### src/rtl/core/blif_pkg.sv
package blif_pkg;

  localparam int MAX_CPUS         = 4;
  localparam int CPU_W            = 2;
  localparam int LINE_OFFSET_BITS = 6;
  localparam int ADDRESS_BITS     = 32;
  localparam int LINE_W           = 26;
  localparam int CPU_COUNT_W      = 3;
  localparam int CMD_FIFO_DEPTH   = 2;

  typedef enum logic [1:0] {
    OP_IFETCH = 2'd0,
    OP_READ   = 2'd1,
    OP_WRITE  = 2'd2,
    OP_BAD    = 2'd3
  } op_e;

  typedef enum logic [1:0] {
    TGT_MEM    = 2'd0,
    TGT_PERIPH = 2'd1,
    TGT_UNMAP  = 2'd2,
    TGT_RSVD   = 2'd3
  } target_e;

  typedef enum logic [2:0] {
    ST_DONE     = 3'd0,
    ST_RETRY    = 3'd1,
    ST_PERIPH   = 3'd2,
    ST_BAD_OP   = 3'd3,
    ST_UNMAPPED = 3'd4
  } status_e;

  typedef enum logic {
    KIND_REPLY = 1'b0,
    KIND_INVAL = 1'b1
  } kind_e;

  typedef enum logic [1:0] {
    ACT_REPLY = 2'd0,
    ACT_READ  = 2'd1,
    ACT_WRITE = 2'd2
  } action_e;

  typedef struct packed {
    op_e                     op;
    logic [CPU_W-1:0]        cpu;
    logic                    lock_request;
    logic [ADDRESS_BITS-1:0] address;
    target_e                 target;
  } req_t;

  typedef struct packed {
    kind_e             kind;
    status_e           status;
    logic [CPU_W-1:0]  dest_cpu;
    logic [LINE_W-1:0] line_address;
    logic              last;
  } rsp_t;

  typedef struct packed {
    action_e           action;
    status_e           status;
    logic [CPU_W-1:0]  cpu;
    logic [LINE_W-1:0] line;
  } cmd_t;

  typedef struct packed {
    logic push;
    logic full;
    logic pop;
    logic empty;
  } fifo_ctl_t;

endpackage

### src/rtl/core/blif_front.sv
module blif_front (
  input  logic          clk_i,
  input  logic          rst_ni,
  input  logic          push_i,
  input  blif_pkg::req_t req_i,
  input  logic          cmd_full_i,
  output logic          full_o,
  output logic          cmd_push_o,
  output blif_pkg::cmd_t cmd_o
);

  logic                       lock_held_q, lock_held_d;
  logic [blif_pkg::CPU_W-1:0] lock_owner_q, lock_owner_d;
  logic                       accept;
  logic                       mem_ok;

  assign full_o     = cmd_full_i;
  assign accept     = push_i && !cmd_full_i;
  assign cmd_push_o = accept;

  always_comb begin
    cmd_o.cpu    = req_i.cpu;
    cmd_o.line   = blif_pkg::LINE_W'(req_i.address[blif_pkg::ADDRESS_BITS-1:
                                                  blif_pkg::LINE_OFFSET_BITS]);
    cmd_o.action = blif_pkg::ACT_REPLY;
    cmd_o.status = blif_pkg::ST_DONE;
    mem_ok       = 1'b0;
    priority if (req_i.target == blif_pkg::TGT_PERIPH) begin
      cmd_o.status = blif_pkg::ST_PERIPH;
    end else if (req_i.target != blif_pkg::TGT_MEM) begin
      cmd_o.status = blif_pkg::ST_UNMAPPED;
    end else if (req_i.op == blif_pkg::OP_BAD) begin
      cmd_o.status = blif_pkg::ST_BAD_OP;
    end else if (lock_held_q && lock_owner_q != req_i.cpu) begin
      cmd_o.status = blif_pkg::ST_RETRY;
    end else begin
      mem_ok = 1'b1;
      unique case (req_i.op)
        blif_pkg::OP_READ:  cmd_o.action = blif_pkg::ACT_READ;
        blif_pkg::OP_WRITE: cmd_o.action = blif_pkg::ACT_WRITE;
        default:            cmd_o.action = blif_pkg::ACT_REPLY;
      endcase
    end
  end

  always_comb begin
    lock_held_d  = lock_held_q;
    lock_owner_d = lock_owner_q;
    if (accept && mem_ok) begin
      priority if (req_i.lock_request) begin
        lock_held_d  = 1'b1;
        lock_owner_d = req_i.cpu;
      end else if (req_i.op != blif_pkg::OP_IFETCH && req_i.cpu == lock_owner_q) begin
        lock_held_d = 1'b0;
      end
    end
  end

  always_ff @(posedge clk_i or negedge rst_ni) begin
    if (!rst_ni) begin
      lock_held_q  <= 1'b0;
      lock_owner_q <= '0;
    end else begin
      lock_held_q  <= lock_held_d;
      lock_owner_q <= lock_owner_d;
    end
  end

endmodule

### src/rtl/core/blif_fifo.sv
module blif_fifo (
  input  logic                clk_i,
  input  logic                rst_ni,
  input  blif_pkg::fifo_ctl_t ctl_i,
  output blif_pkg::fifo_ctl_t ctl_o,
  input  blif_pkg::cmd_t      data_i,
  output blif_pkg::cmd_t      data_o
);

  localparam int PtrW = $clog2(blif_pkg::CMD_FIFO_DEPTH);
  localparam int CntW = $clog2(blif_pkg::CMD_FIFO_DEPTH + 1);

  blif_pkg::cmd_t mem_q [blif_pkg::CMD_FIFO_DEPTH];
  logic [PtrW-1:0] wr_ptr_q, rd_ptr_q;
  logic [CntW-1:0] count_q;
  logic            do_push, do_pop;

  assign ctl_o.full  = count_q == CntW'(blif_pkg::CMD_FIFO_DEPTH);
  assign ctl_o.empty = count_q == '0;
  assign ctl_o.push  = do_push;
  assign ctl_o.pop   = do_pop;
  assign do_push     = ctl_i.push && !ctl_o.full;
  assign do_pop      = ctl_i.pop && !ctl_o.empty;
  assign data_o      = mem_q[rd_ptr_q];

  always_ff @(posedge clk_i) begin
    if (do_push) begin
      mem_q[wr_ptr_q] <= data_i;
    end
  end

  always_ff @(posedge clk_i or negedge rst_ni) begin
    if (!rst_ni) begin
      wr_ptr_q <= '0;
      rd_ptr_q <= '0;
      count_q  <= '0;
    end else begin
      if (do_push) begin
        wr_ptr_q <= (wr_ptr_q == PtrW'(blif_pkg::CMD_FIFO_DEPTH - 1)) ? '0 : wr_ptr_q + 1'b1;
      end
      if (do_pop) begin
        rd_ptr_q <= (rd_ptr_q == PtrW'(blif_pkg::CMD_FIFO_DEPTH - 1)) ? '0 : rd_ptr_q + 1'b1;
      end
      unique case ({do_push, do_pop})
        2'b10:   count_q <= count_q + 1'b1;
        2'b01:   count_q <= count_q - 1'b1;
        default: count_q <= count_q;
      endcase
    end
  end

endmodule

### src/rtl/core/blif_back.sv
module blif_back (
  input  logic                             clk_i,
  input  logic                             rst_ni,
  input  logic [blif_pkg::CPU_COUNT_W-1:0] cpu_count_i,
  input  logic                             cmd_empty_i,
  input  blif_pkg::cmd_t                   cmd_i,
  output logic                             cmd_pop_o,
  input  logic                             pop_i,
  output logic                             empty_o,
  output blif_pkg::rsp_t                   rsp_o
);

  typedef enum logic [1:0] {
    S_IDLE,
    S_INVAL,
    S_REPLY
  } state_e;

  state_e                               state_q;
  blif_pkg::cmd_t                       cur_q;
  logic [blif_pkg::CPU_W-1:0]           cnt_q;
  logic [blif_pkg::MAX_CPUS-1:0]        valid_q;
  logic [blif_pkg::LINE_W-1:0]          line_q [blif_pkg::MAX_CPUS];
  blif_pkg::rsp_t                       rsp_q;
  logic                                 rsp_valid_q;
  logic [blif_pkg::CPU_COUNT_W-1:0]     active_n;
  logic                                 can_emit;
  logic                                 needs_inval;
  logic                                 rsp_load;

  assign active_n = (cpu_count_i > blif_pkg::CPU_COUNT_W'(blif_pkg::MAX_CPUS))
                    ? blif_pkg::CPU_COUNT_W'(blif_pkg::MAX_CPUS) : cpu_count_i;
  assign can_emit    = !rsp_valid_q || pop_i;
  assign needs_inval = (blif_pkg::CPU_COUNT_W'(cnt_q) < active_n) && (cnt_q != cur_q.cpu)
                       && (!valid_q[cnt_q] || line_q[cnt_q] != cur_q.line);
  assign rsp_load    = can_emit && ((state_q == S_INVAL && needs_inval) || state_q == S_REPLY);
  assign cmd_pop_o   = (state_q == S_IDLE) && !cmd_empty_i;
  assign empty_o     = !rsp_valid_q;
  assign rsp_o       = rsp_q;

  always_ff @(posedge clk_i) begin
    if (state_q == S_INVAL && can_emit && needs_inval) begin
      line_q[cnt_q] <= cur_q.line;
    end
  end

  always_ff @(posedge clk_i or negedge rst_ni) begin
    if (!rst_ni) begin
      state_q     <= S_IDLE;
      cur_q       <= '0;
      cnt_q       <= '0;
      valid_q     <= '0;
      rsp_q       <= '0;
      rsp_valid_q <= 1'b0;
    end else begin
      if (rsp_load) begin
        rsp_valid_q <= 1'b1;
      end else if (pop_i) begin
        rsp_valid_q <= 1'b0;
      end
      unique case (state_q)
        S_IDLE: begin
          if (cmd_pop_o) begin
            cur_q   <= cmd_i;
            cnt_q   <= '0;
            state_q <= (cmd_i.action == blif_pkg::ACT_WRITE) ? S_INVAL : S_REPLY;
          end
        end
        S_INVAL: begin
          if (can_emit) begin
            if (needs_inval) begin
              rsp_q.kind         <= blif_pkg::KIND_INVAL;
              rsp_q.status       <= blif_pkg::ST_DONE;
              rsp_q.dest_cpu     <= cnt_q;
              rsp_q.line_address <= cur_q.line;
              rsp_q.last         <= 1'b0;
              valid_q[cnt_q]     <= 1'b1;
            end
            if (cnt_q == blif_pkg::CPU_W'(blif_pkg::MAX_CPUS - 1)) begin
              state_q <= S_REPLY;
            end else begin
              cnt_q <= cnt_q + 1'b1;
            end
          end
        end
        S_REPLY: begin
          if (can_emit) begin
            rsp_q.kind         <= blif_pkg::KIND_REPLY;
            rsp_q.status       <= cur_q.status;
            rsp_q.dest_cpu     <= cur_q.cpu;
            rsp_q.line_address <= cur_q.line;
            rsp_q.last         <= 1'b1;
            if (cur_q.action != blif_pkg::ACT_REPLY) begin
              valid_q[cur_q.cpu] <= 1'b0;
            end
            state_q <= S_IDLE;
          end
        end
        default: state_q <= S_IDLE;
      endcase
    end
  end

endmodule

### src/rtl/core/bus_lock_and_invalidate_filter.sv
// Bus lock and invalidate filter. Requests enter through a push/full queue
// port and are classified at once by the front end, which also owns the
// global atomic lock, so lock decisions follow request order exactly. A
// two-entry command queue feeds the back end, which owns the per-cpu
// last-invalidated lines and issues results through a one-entry output
// register read with empty/pop. The back end loads a command, then for a
// write checks each of the four cpu slots in turn, sending invalidates
// where needed, then sends the reply; a result left waiting on pop stalls
// it. Each request ends with exactly one reply with last set, preceded by
// zero to three invalidates. cpu_count is written through cfg_we_i/cfg_wdata_i
// and resets to 1; the user must write it only while the block is idle, as
// the block itself does not enforce this.
module bus_lock_and_invalidate_filter (
  input  logic                             clk_i,
  input  logic                             rst_ni,
  input  logic                             cfg_we_i,
  input  logic [blif_pkg::CPU_COUNT_W-1:0] cfg_wdata_i,
  input  logic                             push_i,
  output logic                             full_o,
  input  blif_pkg::req_t                   req_i,
  output logic                             empty_o,
  input  logic                             pop_i,
  output blif_pkg::rsp_t                   rsp_o
);

  logic [blif_pkg::CPU_COUNT_W-1:0] cpu_count_q;
  blif_pkg::fifo_ctl_t              fifo_in, fifo_out;
  blif_pkg::cmd_t                   cmd_wr, cmd_rd;
  logic                             cmd_push, cmd_pop;

  always_ff @(posedge clk_i or negedge rst_ni) begin
    if (!rst_ni) begin
      cpu_count_q <= blif_pkg::CPU_COUNT_W'(1);
    end else if (cfg_we_i) begin
      cpu_count_q <= cfg_wdata_i;
    end
  end

  blif_front u_front (
    .clk_i      (clk_i),
    .rst_ni     (rst_ni),
    .push_i     (push_i),
    .req_i      (req_i),
    .cmd_full_i (fifo_out.full),
    .full_o     (full_o),
    .cmd_push_o (cmd_push),
    .cmd_o      (cmd_wr)
  );

  always_comb begin
    fifo_in       = '0;
    fifo_in.push  = cmd_push;
    fifo_in.pop   = cmd_pop;
  end

  blif_fifo u_fifo (
    .clk_i  (clk_i),
    .rst_ni (rst_ni),
    .ctl_i  (fifo_in),
    .ctl_o  (fifo_out),
    .data_i (cmd_wr),
    .data_o (cmd_rd)
  );

  blif_back u_back (
    .clk_i       (clk_i),
    .rst_ni      (rst_ni),
    .cpu_count_i (cpu_count_q),
    .cmd_empty_i (fifo_out.empty),
    .cmd_i       (cmd_rd),
    .cmd_pop_o   (cmd_pop),
    .pop_i       (pop_i),
    .empty_o     (empty_o),
    .rsp_o       (rsp_o)
  );

endmodule

### config.mk
export PLATFORM = sky130hd
export DESIGN_NAME = bus_lock_and_invalidate_filter
export DESIGN_NICKNAME = d
export VERILOG_FILES = /design/src/rtl/core/blif_pkg.sv /design/src/rtl/core/blif_front.sv /design/src/rtl/core/blif_fifo.sv /design/src/rtl/core/blif_back.sv /design/src/rtl/core/bus_lock_and_invalidate_filter.sv
export SDC_FILE = /design/constraint.sdc
export NUM_CORES = 1
export LEC_CHECK = 0
export ABC_AREA = 1
export ABC_CLOCK_PERIOD_IN_PS = 3100
export BUFFER_PORTS_ARGS = -buffer_cell sky130_fd_sc_hd__buf_4
export CORE_ASPECT_RATIO = 0.8
export CORE_UTILIZATION = 50
export DETAILED_ROUTE_END_ITERATION = 16
export PLACE_DENSITY = 0.71
export SYNTH_ARGS = -nofsm -noshare
export SYNTH_HDL_FRONTEND = slang
export SYNTH_HIERARCHICAL = 1
export SYNTH_SLANG_ARGS = --single-unit
### constraint.sdc
create_clock -name clk_i -period 3.1 [get_ports clk_i]
set_clock_uncertainty 0.2 [all_clocks]
set_input_delay 0.775 -clock clk_i [delete_from_list [all_inputs] [get_ports clk_i]]
set_output_delay 0.775 -clock clk_i [all_outputs]
set_load 0.01 [all_outputs]
Yosys cells after proc, flatten, opt, wreduce, memory -nomap -nowiden --
Memories as Yosys holds them, arrays and structs flattened. Index checks and enable logic that the tools add are counted.
Storage, ports and cells: register bits 85, bits in writable memories 170, output and inout bits 35, memories 2
Operators by class: add/subtract/negate cells 5, $lt $le $gt $ge 6, equal/unequal tests 22, muxes and demuxes 50, bitwise gates (word level) 3, reduce and logical (&&, ||, !) cells 39
Memories:
- u_back.line_q | depth 4, bits a word 26, rd ports 1, clocked after Yosys merged registers in 0, write ports 1, RTL line blif_back.sv:23 | logic [blif_pkg::LINE_W-1:0] line_q [blif_pkg::MAX_CPUS];
- u_fifo.mem_q | depth 2, bits a word 33, rd ports 1, clocked after Yosys merged registers in 0, write ports 1, RTL line blif_fifo.sv:13 | blif_pkg::cmd_t mem_q [blif_pkg::CMD_FIFO_DEPTH];
Operators with widths (number):
- 2-to-1 mux 33 bit | 3
- case mux 33 bit (2 select lines) | 1
- inequality test 26 bit | 1
- 2-to-1 mux 2 bit | 12
- 2-to-1 mux 1 bit | 18
- 2-to-1 mux 4 bit | 4
- nonzero test 2 bit | 8
- logical AND 1 bit | 15
- equality test 2 bit, second input constant | 7
- 2-to-1 mux 3 bit | 4
- case mux 2 bit (2 select lines) | 3
- AND reduction 4 bit | 3
- equality test 2 x 1 -> 1 bit, second input constant | 4
- inequality test 2 bit, second input constant | 4
- case mux 4 bit (2 select lines) | 1
- < comparator 2 x 3 -> 1 bit, second input constant | 2
- inequality test 2 x 1 -> 1 bit, second input constant | 3
- case mux 2 bit (3 select lines) | 1
- AND reduction 2 bit | 3
- AND reduction 5 bit | 1
- adder 2 x 1 -> 2 bit, second input constant | 2
- bitwise AND 4 bit | 1
- demux 1 bit (select 2 bit) | 2
- >= comparator 2 x 1 -> 1 bit, second input constant | 2
- other kinds (12) | 20

Logic depth before layout (Yosys ltp) --
Gate-level depths: netlist of the first run.
depth after elaboration 9, depth in mapped cells 18, depth with buffers taken out 16

Modules after synthesis --
Netlist of the first run, hierarchy kept.
By module, submodules not included:
- blif_back | times used 1, cells an instance 783, area an instance 7647.3 um2, seq. area each 4999.8 um2
- blif_fifo | times used 1, cells an instance 208, area an instance 2683.8 um2, seq. area each 2082.0 um2
- blif_front | times used 1, cells an instance 73, area an instance 506.7 um2, seq. area each 75.1 um2
- bus_lock_and_invalidate_filter | times used 1, cells an instance 14, area an instance 117.6 um2, seq. area each 76.3 um2

Worst setup path after synthesis of the first run --
Ideal clock, no wire load.
kind register to register, from register u_back/cnt_q[1] (netlist name), to memory u_back/line_q[1][0] (netlist name) (enable), arrival time 2734 ps, path slack -243 ps, cell stages (with the launch flop) 15, path buffers 3, clock period less this slack 3343 ps, cells stage by stage dfrtp_1 > inv_2 > buf_2 > buf_4 > nand3_1 > nand2_1 > nand2_1 > o21ai_1 > nor2_1 > nand3_1 > nor2_1 > nand2_1 > nand3_2 > buf_2 > nor2_1
On the way: word-level cells in the longest chain between the ends 8, elaborated cells between the ends (all ways) 13
Ends and longest elaborated chain:
- start: declaration | RTL line blif_back.sv:21 | logic [blif_pkg::CPU_W-1:0] cnt_q;
- start signal: assignment | RTL line blif_back.sv:82 | cnt_q <= cnt_q + 1'b1;
- parallel branches: the longest is 8 deep, another holds memory (4 x 26 bit)
- end: declaration | RTL line blif_back.sv:23
Parallel ways; which one is timed is not known. The select of a mux whose other input is x is not followed.

Worst setup path in the final report of the first run --
from register u_back/cnt_q[1] (netlist name), to memory u_back/line_q[3][12] (netlist name) (enable)
The elaborated chain is that of the path after synthesis.

==> flow_metrics.py, run 1 <==
metrics = {
    "status": {
        "outcome": "complete, no violations",
    },
    "floorplan": {
        "die-height_um": 134,
        "num_rows": 48,
        "io_pins": 82,
        "initial_core_util_pct": 50.9,
        "die_w_um": 167,
        "core_region_area_um2": 21500,
        "dieArea_um2": 22500,
    },
    "cts": {
        "clk_path_buf_depth": 3,
        "cts_root_buf": "clkbuf_16",
        "worstSkewPairLatency_ns": 0.54,
        "cts_tree": "built",
        "clock_sink_count": 255,
        "cts_buffers": 27,
        "htree_levels": 1,
        "hold_buffers": 0,
        "clkSlewWorstSetupHoldPaths_ns": 0.06,
        "post_cts_buffers": 0,
    },
    "worst_setup_path": {
        "crit_fanout": 26,
        "startpoint_type": "register",
        "crit_top_cell": "nand2_1",
        "cp_slowest_cell": "dfrtp_1",
        "crit_family": "simple AND/OR/NAND/NOR gates",
        "cp.required_ns": 3.12,
        "arrival_ns": 2.97,
        "worstPathBufferInverterCount": 3,
        "path_cells": "inv_2 > buf_4 > nand3_1 > nand3_1 > nand2_1 > nand2_1 > nor2_1 > nand2_1 > nor2_1 > nand2_1 > nand3_2 > nor2_2 > buf_12",
        "max_stage_delay_ns": 0.38,
        "critical_path_class": "register to register",
        "worst_setup_path_end_kind": "register",
    },
    "global_route": {
        "grt_pass1_wl_mm": 36.4,
        "grt_max_degree": 52,
        "track_usage_pct": 20.7,
        "antenna_found_initial": 1,
        "grt_overflow": 0,
        "grt_pass1_vias": 6861,
    },
    "place": {
        "placed_cells": 1379,
        "gp_congestion": 0.771,
        "dp_hpwl_mm": 14.1,
        "numPortBuffers": 75,
    },
    "pwr": {
        "p_leak_nw": 5.58,
        "p_per_area_nw_per_um2": 970,
        "vdd_ir_drop_max_uv": 451,
    },
    "routing": {
        "firstDrtPassIters": 5,
        "initialDrtViolationCount": 677,
        "viasPerCell": 5.15,
        "ant_nets": 0,
        "wirelength_mm": 22.7,
        "wl_per_cell_um": 15.9,
        "drc": 0,
        "vias": 7361,
    },
    "min_path": {
        "min_path_type": "input port to async pin",
    },
    "logic_synthesis": {
        "yosysWarnings": 6,
        "synth.avg_cell_area_um2": 10.2,
        "netlist_instances": 1075,
        "syn-cell-area_um2": 10900,
        "synth_nets": 1128,
    },
    "sta": {
        "rsz0062_at_grt": "no",
        "post-route-period-util_pct": 95.3,
        "max_freq_mhz": 338,
        "slew_headroom_pct": 53.3,
        "fin_crit_ns": 2.95,
        "hold_violations": 0,
        "setup_viol": 0,
        "tns_ns": 0,
        "report.final.slew_viol_count": 0,
        "worst_slew_pin_slew_ns": 0.700,
    },
    "finish": {
        "drive_gt1_share_pct": 14.4,
        "nFillCells": 1813,
        "post_layout_nonfiller_instances": 1429,
        "layout.nets": 1186,
        "insertedDiodeCount": 0,
        "syn2layout_area_growth_pct": 14.4,
    },
    "flow_run": {
        "cap_violations": 0,
    },
}
## routing by layer
| layer | global-route usage (%) | vias up | part of all wire, % | wire length, µm |
|---|---|---|---|---|
| met3 | 2.89 | 27 | 7.4 | 1680 |
| met5 | 0 | - | 0 | 0 |
| met4 | 5.20 | 0 | 1.7 | 376 |
| met1 | 31.3 | 3472 | 47 | 10700 |
| met2 | 31.8 | 245 | 44 | 9880 |
| li1 | - | 3617 | - | - |
## stage by stage
step / area, µm² / util [%] / setup slack, ns / hold WS [ns] / power [mW]
2_1_floorplan: 10900 / - / -0.243 / 0.237 / 7.74
3_3_place_gp: 11600 / 54.1 / 0.283 / 0.251 / 8.84
3_5_place_dp: 11600 / 54.1 / 0.202 / 0.259 / 8.98
4_1_cts: 12500 / 58.1 / 0.176 / 0.119 / 12.2
5_1_grt: 12500 / 58.2 / 0.000387 / 0.157 / 12.9
6_report: 12500 / 58.2 / 0.146 / 0.102 / 12.1
## power by group
group	internal, mW	leakage [nW]	switching, mW	total, mW
Combinational	1.27	2.52	2.47	3.74
Clock	1.90	0.427	1.29	3.19
Sequential	4.61	2.63	0.610	5.22
Total	7.78	5.58	4.37	12.1
## registers in the layout, indices dropped and copies added, names as in the netlist, 2 cells and up
signal                flops
cpu_count_q               3
u_back/cnt_q              2
u_back/cur_q             33
u_back/line_q           104
u_back/rsp_o             33
u_back/state_q            2
u_back/valid_q            4
u_fifo/count_q            2
u_fifo/mem_q             66
u_front/lock_owner_q      2
## layout make-up
cell class	instances	area (µm²)	share of cell area (%)
inverters	62	238	1.90
multi-input cells	688	3010	24.0
flip-flops and latches	255	7230	57.8
well taps	275	344	2.75
clock inverters	8	98.8	0.790
repair buffers	99	810	6.47
clock buffers	42	782	6.25
## cell usage in the layout (no fill, tap or decap), drive strengths merged
| master | n |
|---|---|
| nand2 | 473 |
| xnor2 | 1 |
| a21boi | 1 |
| nand4 | 7 |
| xor2 | 4 |
| buf | 99 |
| edfxtp | 170 |
| dfstp | 1 |
| nand3b | 9 |
| a32o | 1 |
| ha | 6 |
| clkinv | 5 |
| dfrtp | 84 |
| inv | 62 |
| o22ai | 1 |
| o21ai | 39 |
| nor4 | 1 |
| a221oi | 1 |
| a21oi | 3 |
| nor2 | 32 |
| bufinv | 2 |
| nor3 | 1 |
| clkinvlp | 1 |
| clkbuf | 42 |
| nand3 | 108 |
## worst reg2reg max path: stages, from the launching register on
cell	delay, ns
dfrtp_1	0.38
inv_2	0.27
buf_4	0.24
nand3_1	0.11
nand3_1	0.10
nand2_1	0.05
nand2_1	0.13
nor2_1	0.07
nand2_1	0.08
nor2_1	0.04
nand2_1	0.11
nand3_2	0.35
nor2_2	0.26
buf_12	0.23
## final timing paths
check                            startpoint                   end  slack (ns)  cells past startpoint
setup / recovery            u_back/cnt_q[1]  u_back/line_q[3][12]        0.15                     13
hold / removal                       rst_ni        cpu_count_q[1]        0.10                      1
setup reg to reg            u_back/cnt_q[1]  u_back/line_q[3][12]        0.15                     13
hold reg to reg            u_back/cur_q[30]      u_back/cur_q[30]        0.27                      2
max in group asynchronous            rst_ni       u_fifo/wr_ptr_q        1.96                      2
min in group clk_i                req_i[21]   u_fifo/mem_q[0][13]        0.23                      1
## repair_timing
action | in CTS | in global routing
gates resized for setup | 0 | 2
hold endpoints to repair | 0 | 0
setup endpoints to repair | 0 | 2
No activity file was read; power rests on OpenSTA's default activity.
==> run 2, diff against run 1 <==
- SYNTH_HIERARCHICAL: 1 -> not set
==> run 2 against run 1 <==
Compared with the run above: clock power is 7.5% lower; combinational power is 13% higher; utilization is 1.2 points higher; die area is 3.0% lower; wire length is 7.0% lower; register-to-register slack better by 0.20 ns; fmax is 7.2% higher; power is 3.9% higher; synthesized cell count is 11% lower; largest cell class unchanged.
==> flow_metrics.py, run 2 <==
metrics = {
    "logic_synthesis": {
        "synth-main-ff-cell": "edfxtp_1",
        "synth_most_common_cell": "nand2_1",
        "seq_area_frac_synth_pct": 68.2,
        "synth_nets": 1009,
        "yosysWarnings": 0,
        "synth-edff-count": 170,
        "netlist_instances": 953,
        "synth_cell_types": 35,
        "synth_top_area_share_pct": 48.1,
        "ys_seq_elements": 255,
        "synth-async-reset-ratio_pct": 33.3,
        "yosys.area.top_type": "edfxtp_1",
        "synth.avg_cell_area_um2": 11.1,
        "yosys-top-cells-count": "nand2_1 (303), edfxtp_1 (170), dfrtp_1 (84)",
        "synth_area_leaders": "edfxtp_1 (48%), dfrtp_1 (20%), nand2_1 (11%)",
        "syn-cell-area_um2": 10600,
    },
    "global_route": {
        "track_usage_pct": 19.9,
        "grt_pass1_wl_mm": 33.3,
        "grt_max_degree": 66,
        "antenna_found_initial": 0,
        "grt_pass1_vias": 6219,
        "grt_overflow": 0,
    },
    "worst_setup_path": {
        "crit_fanout": 42,
        "path_cells": "inv_2 > buf_12 > nand2_1 > nand2_1 > nand2_1 > o21ai_1 > nand2_1 > inv_1 > nand2_1 > nor2_1 > nand3_1 > o21bai_4 > nand2_4 > nand2_2 > buf_12 > nand2_1 > o21ai_2",
        "worst_setup_path_end_kind": "register",
        "crit_family": "simple AND/OR/NAND/NOR gates",
        "critical_path_class": "register to register",
        "arrival_ns": 3.00,
        "crit_top_cell": "nand2_1",
        "startpoint_type": "register",
        "max_stage_delay_ns": 0.42,
        "cp.required_ns": 3.35,
        "worstPathBufferInverterCount": 4,
        "cp_slowest_cell": "dfrtp_1",
    },
    "finish": {
        "syn2layout_area_growth_pct": 16.4,
        "insertedDiodeCount": 0,
        "post-route-util_pct": 59.4,
        "post_layout_nonfiller_instances": 1322,
        "layout.nets": 1090,
        "drive_gt1_share_pct": 18.4,
        "mostFrequentLayoutCells": "nand2_1 (303), edfxtp_1 (170), buf_4 (87)",
        "reg_top3": "u_back.line_q x104, u_fifo.mem_q x66",
        "largest_reg_flops": 104,
        "final_common_cell": "nand2_1",
        "top_register": "u_back.line_q",
    },
    "sta": {
        "tns_ns": 0,
        "fin_ws_ns": 0.345,
        "max_freq_mhz": 363,
        "worst_slew_pin_slew_ns": 0.600,
        "hold_slack_ns": 0.0274,
        "report.final.slew_viol_count": 0,
        "fin_crit_ns": 2.75,
        "hold_violations": 0,
        "setup_viol": 0,
        "post-route-period-util_pct": 88.9,
        "rsz0062_at_grt": "no",
        "slew_headroom_pct": 60.0,
    },
    "routing": {
        "wirelength_mm": 21.1,
        "viasPerCell": 5.15,
        "met2WireLength_mm": 8.67,
        "vias": 6809,
        "wl_met1_mm": 10.7,
        "drc": 0,
        "firstDrtPassIters": 5,
        "ant_nets": 0,
        "top_layer": "met4",
        "initialDrtViolationCount": 690,
        "wl_per_cell_um": 15.9,
        "dr_wl_met3_mm": 1.41,
    },
    "place": {
        "placed_cells": 1276,
        "place_ws_ns": 0.302,
        "gp_congestion": 0.826,
        "dp_hpwl_mm": 13.8,
        "numPortBuffers": 75,
    },
    "floorplan": {
        "dieArea_um2": 21800,
        "core_region_area_um2": 20800,
        "initial_core_util_pct": 51.1,
        "io_pins": 82,
        "die_w_um": 165,
        "num_rows": 47,
        "die-height_um": 132,
    },
    "cts": {
        "clock_sink_count": 255,
        "cts_buffers": 25,
        "clkSlewWorstSetupHoldPaths_ns": 0.06,
        "worstSkewPairLatency_ns": 0.52,
        "htree_levels": 1,
        "cts_tree": "built",
        "clk_path_buf_depth": 3,
        "cts_root_buf": "clkbuf_16",
        "post_cts_buffers": 0,
    },
    "min_path": {
        "min_path_type": "input port to async pin",
    },
    "flow_run": {
        "cap_violations": 0,
    },
    "pwr": {
        "p_per_area_nw_per_um2": 1020,
        "vdd_ir_drop_max_uv": 689,
        "p_leak_nw": 5.14,
    },
    "status": {
        "outcome": "complete, no violations",
    },
}
-- run 2: worst reg2reg max path: stages (launching register included) --
cell	delay, ns
dfrtp_1	0.42
inv_2	0.12
buf_12	0.21
nand2_1	0.09
nand2_1	0.06
nand2_1	0.04
o21ai_1	0.09
nand2_1	0.07
inv_1	0.05
nand2_1	0.04
nor2_1	0.16
nand3_1	0.16
o21bai_4	0.21
nand2_4	0.09
nand2_2	0.19
buf_12	0.29
nand2_1	0.13
o21ai_2	0.06
-- run 2: repair_timing --
item                                    CTS  global route
resized for setup                         0             2
hold buffers                              0             0
endpoints found under the setup margin    0            10
-- run 2: final cells by class --
type,count,area (µm²)
fillers,1702,8420
clock inverters,6,93.8
clock buffers,40,712
multi-input cells,600,2910
flip-flops and latches,255,7230
repair buffers,97,848
inverters,55,206
well taps,269,337
-- run 2: logic make-up after synthesis --
logic type | Yosys count | share of synthesized area, %
simple gates | 477 | 18.6
flops | 255 | 68.2
compound gates | 102 | 6.40
buf+inv | 98 | 4.60
fa+ha+maj | 9 | 1.06
xor+xnor | 7 | 0.578
mux | 5 | 0.519
-- run 2: layer usage --
layer	up-vias	track usage (%)
met3	24	3.30
met5	-	0
met2	224	27.5
li1	3385	-
met1	3176	32.8
met4	0	4.23
-- run 2: path summary, 6_finish.rpt --
path,from,endpoint,slack (ns),cells past startpoint
worst max-delay path,u_back.cnt_q[0],u_back.rsp_o[6],0.35,17
worst min-delay path,rst_ni,u_back.rsp_o[23],0.03,1
worst max register to register,u_back.cnt_q[0],u_back.rsp_o[6],0.35,17
worst min register to register,u_front.lock_held_q,u_front.lock_held_q,0.28,2
max in group asynchronous,rst_ni,u_back.cur_q[30],2.03,2
min in group clk_i,req_i[27],u_fifo.mem_q[1][19],0.23,1
-- run 2: per-stage QoR --
stage                     area (µm²)  power (mW)
after detailed placement       11500        9.73
after global placement         11500        9.60
after floorplan                10600        8.43
after CTS                      12300        12.7
final                          12300        12.6
after global routing           12300        13.5
-- run 2: power breakdown --
group	switching [mW]	internal [mW]
logic	2.66	1.58
clock network	1.20	1.75
registers	0.739	4.69
==> run 3, diff against run 2 <==
- CORE_UTILIZATION: 50 -> 54
- PLACE_DENSITY: 0.71 -> 0.76
==> run 3 against run 2 <==
Compared with the run above: sequential power about the same; critical path type unchanged; flip-flop and latch count unchanged; clock power about the same; critical endpoint is now u_back.line_q[1][4]; fmax decreased by 1.7%; utilization increased by 5.1 points.
==> flow_metrics.py, run 3 (synthesized netlist as in run 2, its figures left out) <==
metrics = {
    "pwr": {
        "clkPwrFrac_pct": 23.2,
        "net-switching-power_mw": 4.58,
        "vdd_ir_drop_max_uv": 570,
        "p_per_area_nw_per_um2": 1020,
        "swShare_pct": 36.5,
        "p_int_mw": 7.99,
        "p_leak_nw": 5.13,
        "p_seq_share_pct": 43.1,
        "p_comb_share_pct": 33.7,
        "power_mw": 12.6,
    },
    "finish": {
        "final_common_cell": "nand2_1",
        "reg_top3": "u_back.line_q x104, u_fifo.mem_q x66",
        "insertedDiodeCount": 0,
        "layout.nets": 1090,
        "post-route-util_pct": 64.5,
        "mostFrequentLayoutCells": "nand2_1 (303), edfxtp_1 (170), buf_4 (88)",
        "top_register": "u_back.line_q",
        "largest_reg_flops": 104,
        "drive_gt1_share_pct": 18.4,
        "post_layout_nonfiller_instances": 1311,
        "syn2layout_area_growth_pct": 16.1,
    },
    "floorplan": {
        "die_w_um": 159,
        "core_region_area_um2": 19100,
        "dieArea_um2": 20200,
        "initial_core_util_pct": 55.5,
        "die-height_um": 127,
        "num_rows": 45,
        "io_pins": 82,
    },
    "worst_setup_path": {
        "path_cells": "buf_4 > nand3_1 > a21oi_1 > nor2_1 > nand2_1 > nor2_1 > nand2_1 > o21bai_4 > nor2_1 > nand2_1 > nor2_2 > buf_12",
        "cp_slowest_cell": "dfrtp_1",
        "worstPathBufferInverterCount": 2,
        "path_depth": 12,
        "critical_path_class": "register to register",
        "crit_fanout": 26,
        "rr_worst_depth": 12,
        "startpoint_type": "register",
        "arrival_ns": 2.83,
        "max_stage_delay_ns": 0.48,
        "worst_setup_path_end_kind": "register",
        "crit_family": "simple AND/OR/NAND/NOR gates",
        "cp.required_ns": 3.12,
    },
    "cts": {
        "clk_path_buf_depth": 3,
        "worstSkewPairLatency_ns": 0.53,
        "cts_tree": "built",
        "clkSlewWorstSetupHoldPaths_ns": 0.06,
        "clock_sink_count": 255,
        "post_cts_buffers": 0,
        "htree_levels": 1,
        "hold_buffers": 0,
        "cts_resized": 0,
        "cts_root_buf": "clkbuf_16",
        "cts_buffers": 25,
    },
    "global_route": {
        "grt_pass1_wl_mm": 33.0,
        "antenna_found_initial": 0,
        "grt_overflow": 0,
        "grt_pass1_vias": 6303,
        "track_usage_pct": 21.6,
        "grt_max_degree": 66,
    },
    "sta": {
        "hold_slack_ns": 0.0253,
        "fin_crit_ns": 2.80,
        "report.final.slew_viol_count": 0,
        "hold_violations": 0,
        "rsz0062_at_grt": "no",
        "slew_headroom_pct": 59.8,
        "tns_ns": 0,
        "setup_viol": 0,
        "max_freq_mhz": 357,
        "worst_slew_pin_slew_ns": 0.602,
        "post-route-period-util_pct": 90.4,
    },
    "place": {
        "placed_cells": 1265,
        "gp_congestion": 0.891,
        "numPortBuffers": 75,
        "dp_hpwl_mm": 13.3,
    },
    "routing": {
        "initialDrtViolationCount": 596,
        "drc": 0,
        "wirelength_mm": 20.8,
        "wl_per_cell_um": 15.9,
        "viasPerCell": 5.28,
        "ant_nets": 0,
        "firstDrtPassIters": 6,
        "vias": 6923,
    },
    "flow_run": {
        "cap_violations": 0,
    },
    "min_path": {
        "min_path_type": "input port to async pin",
    },
    "status": {
        "outcome": "complete, no violations",
    },
}
run 3: per-layer routing:
| layer | vias to the layer above | track usage (%) | wire length [µm] |
|---|---|---|---|
| met5 | - | 0 | 0 |
| met2 | 236 | 31.0 | 8610 |
| met3 | 35 | 4.04 | 1810 |
| met1 | 3261 | 33.8 | 10000 |
| li1 | 3391 | - | - |
| met4 | 0 | 5.71 | 376 |
run 3: cell type report:
type	count	area [µm²]
inverter	55	206
timing repair buffer	97	841
multi-input combinational	600	2910
clock buffer	41	737
tap	258	323
clock inverter	5	63.8
fill	1453	6780
sequential	255	7230
run 3: final timing paths:
| kind | to | start | slack [ns] |
|---|---|---|---|
| max reg2reg | u_back.line_q[1][4] | u_back.cnt_q[1] | 0.30 |
| min | u_back.rsp_o[8] | rst_ni | 0.03 |
| max in group asynchronous | cpu_count_q[0] | rst_ni | 1.98 |
| min in group clk_i | u_fifo.mem_q[0][21] | req_i[29] | 0.22 |
| min reg2reg | u_front.lock_held_q | u_front.lock_held_q | 0.27 |
| max | u_back.line_q[1][4] | u_back.cnt_q[1] | 0.30 |
run 3: stage by stage:
step	setup WS, ns	cell area [µm²]
2_1_floorplan	-0.0832	10600
3_3_place_gp	0.416	11500
3_5_place_dp	0.376	11500
4_1_cts	0.286	12300
5_1_grt	0.0920	12300
6_report	0.298	12300
run 3: power by group through the flow:
stage,clock [mW],combinational (mW),sequential (mW)
final,2.92,4.24,5.41
after global routing,3.10,4.83,5.51
after CTS,2.97,4.26,5.40
after detailed placement,0,4.23,5.46
after global placement,0,4.14,5.41
after floorplan,0,3.14,5.29
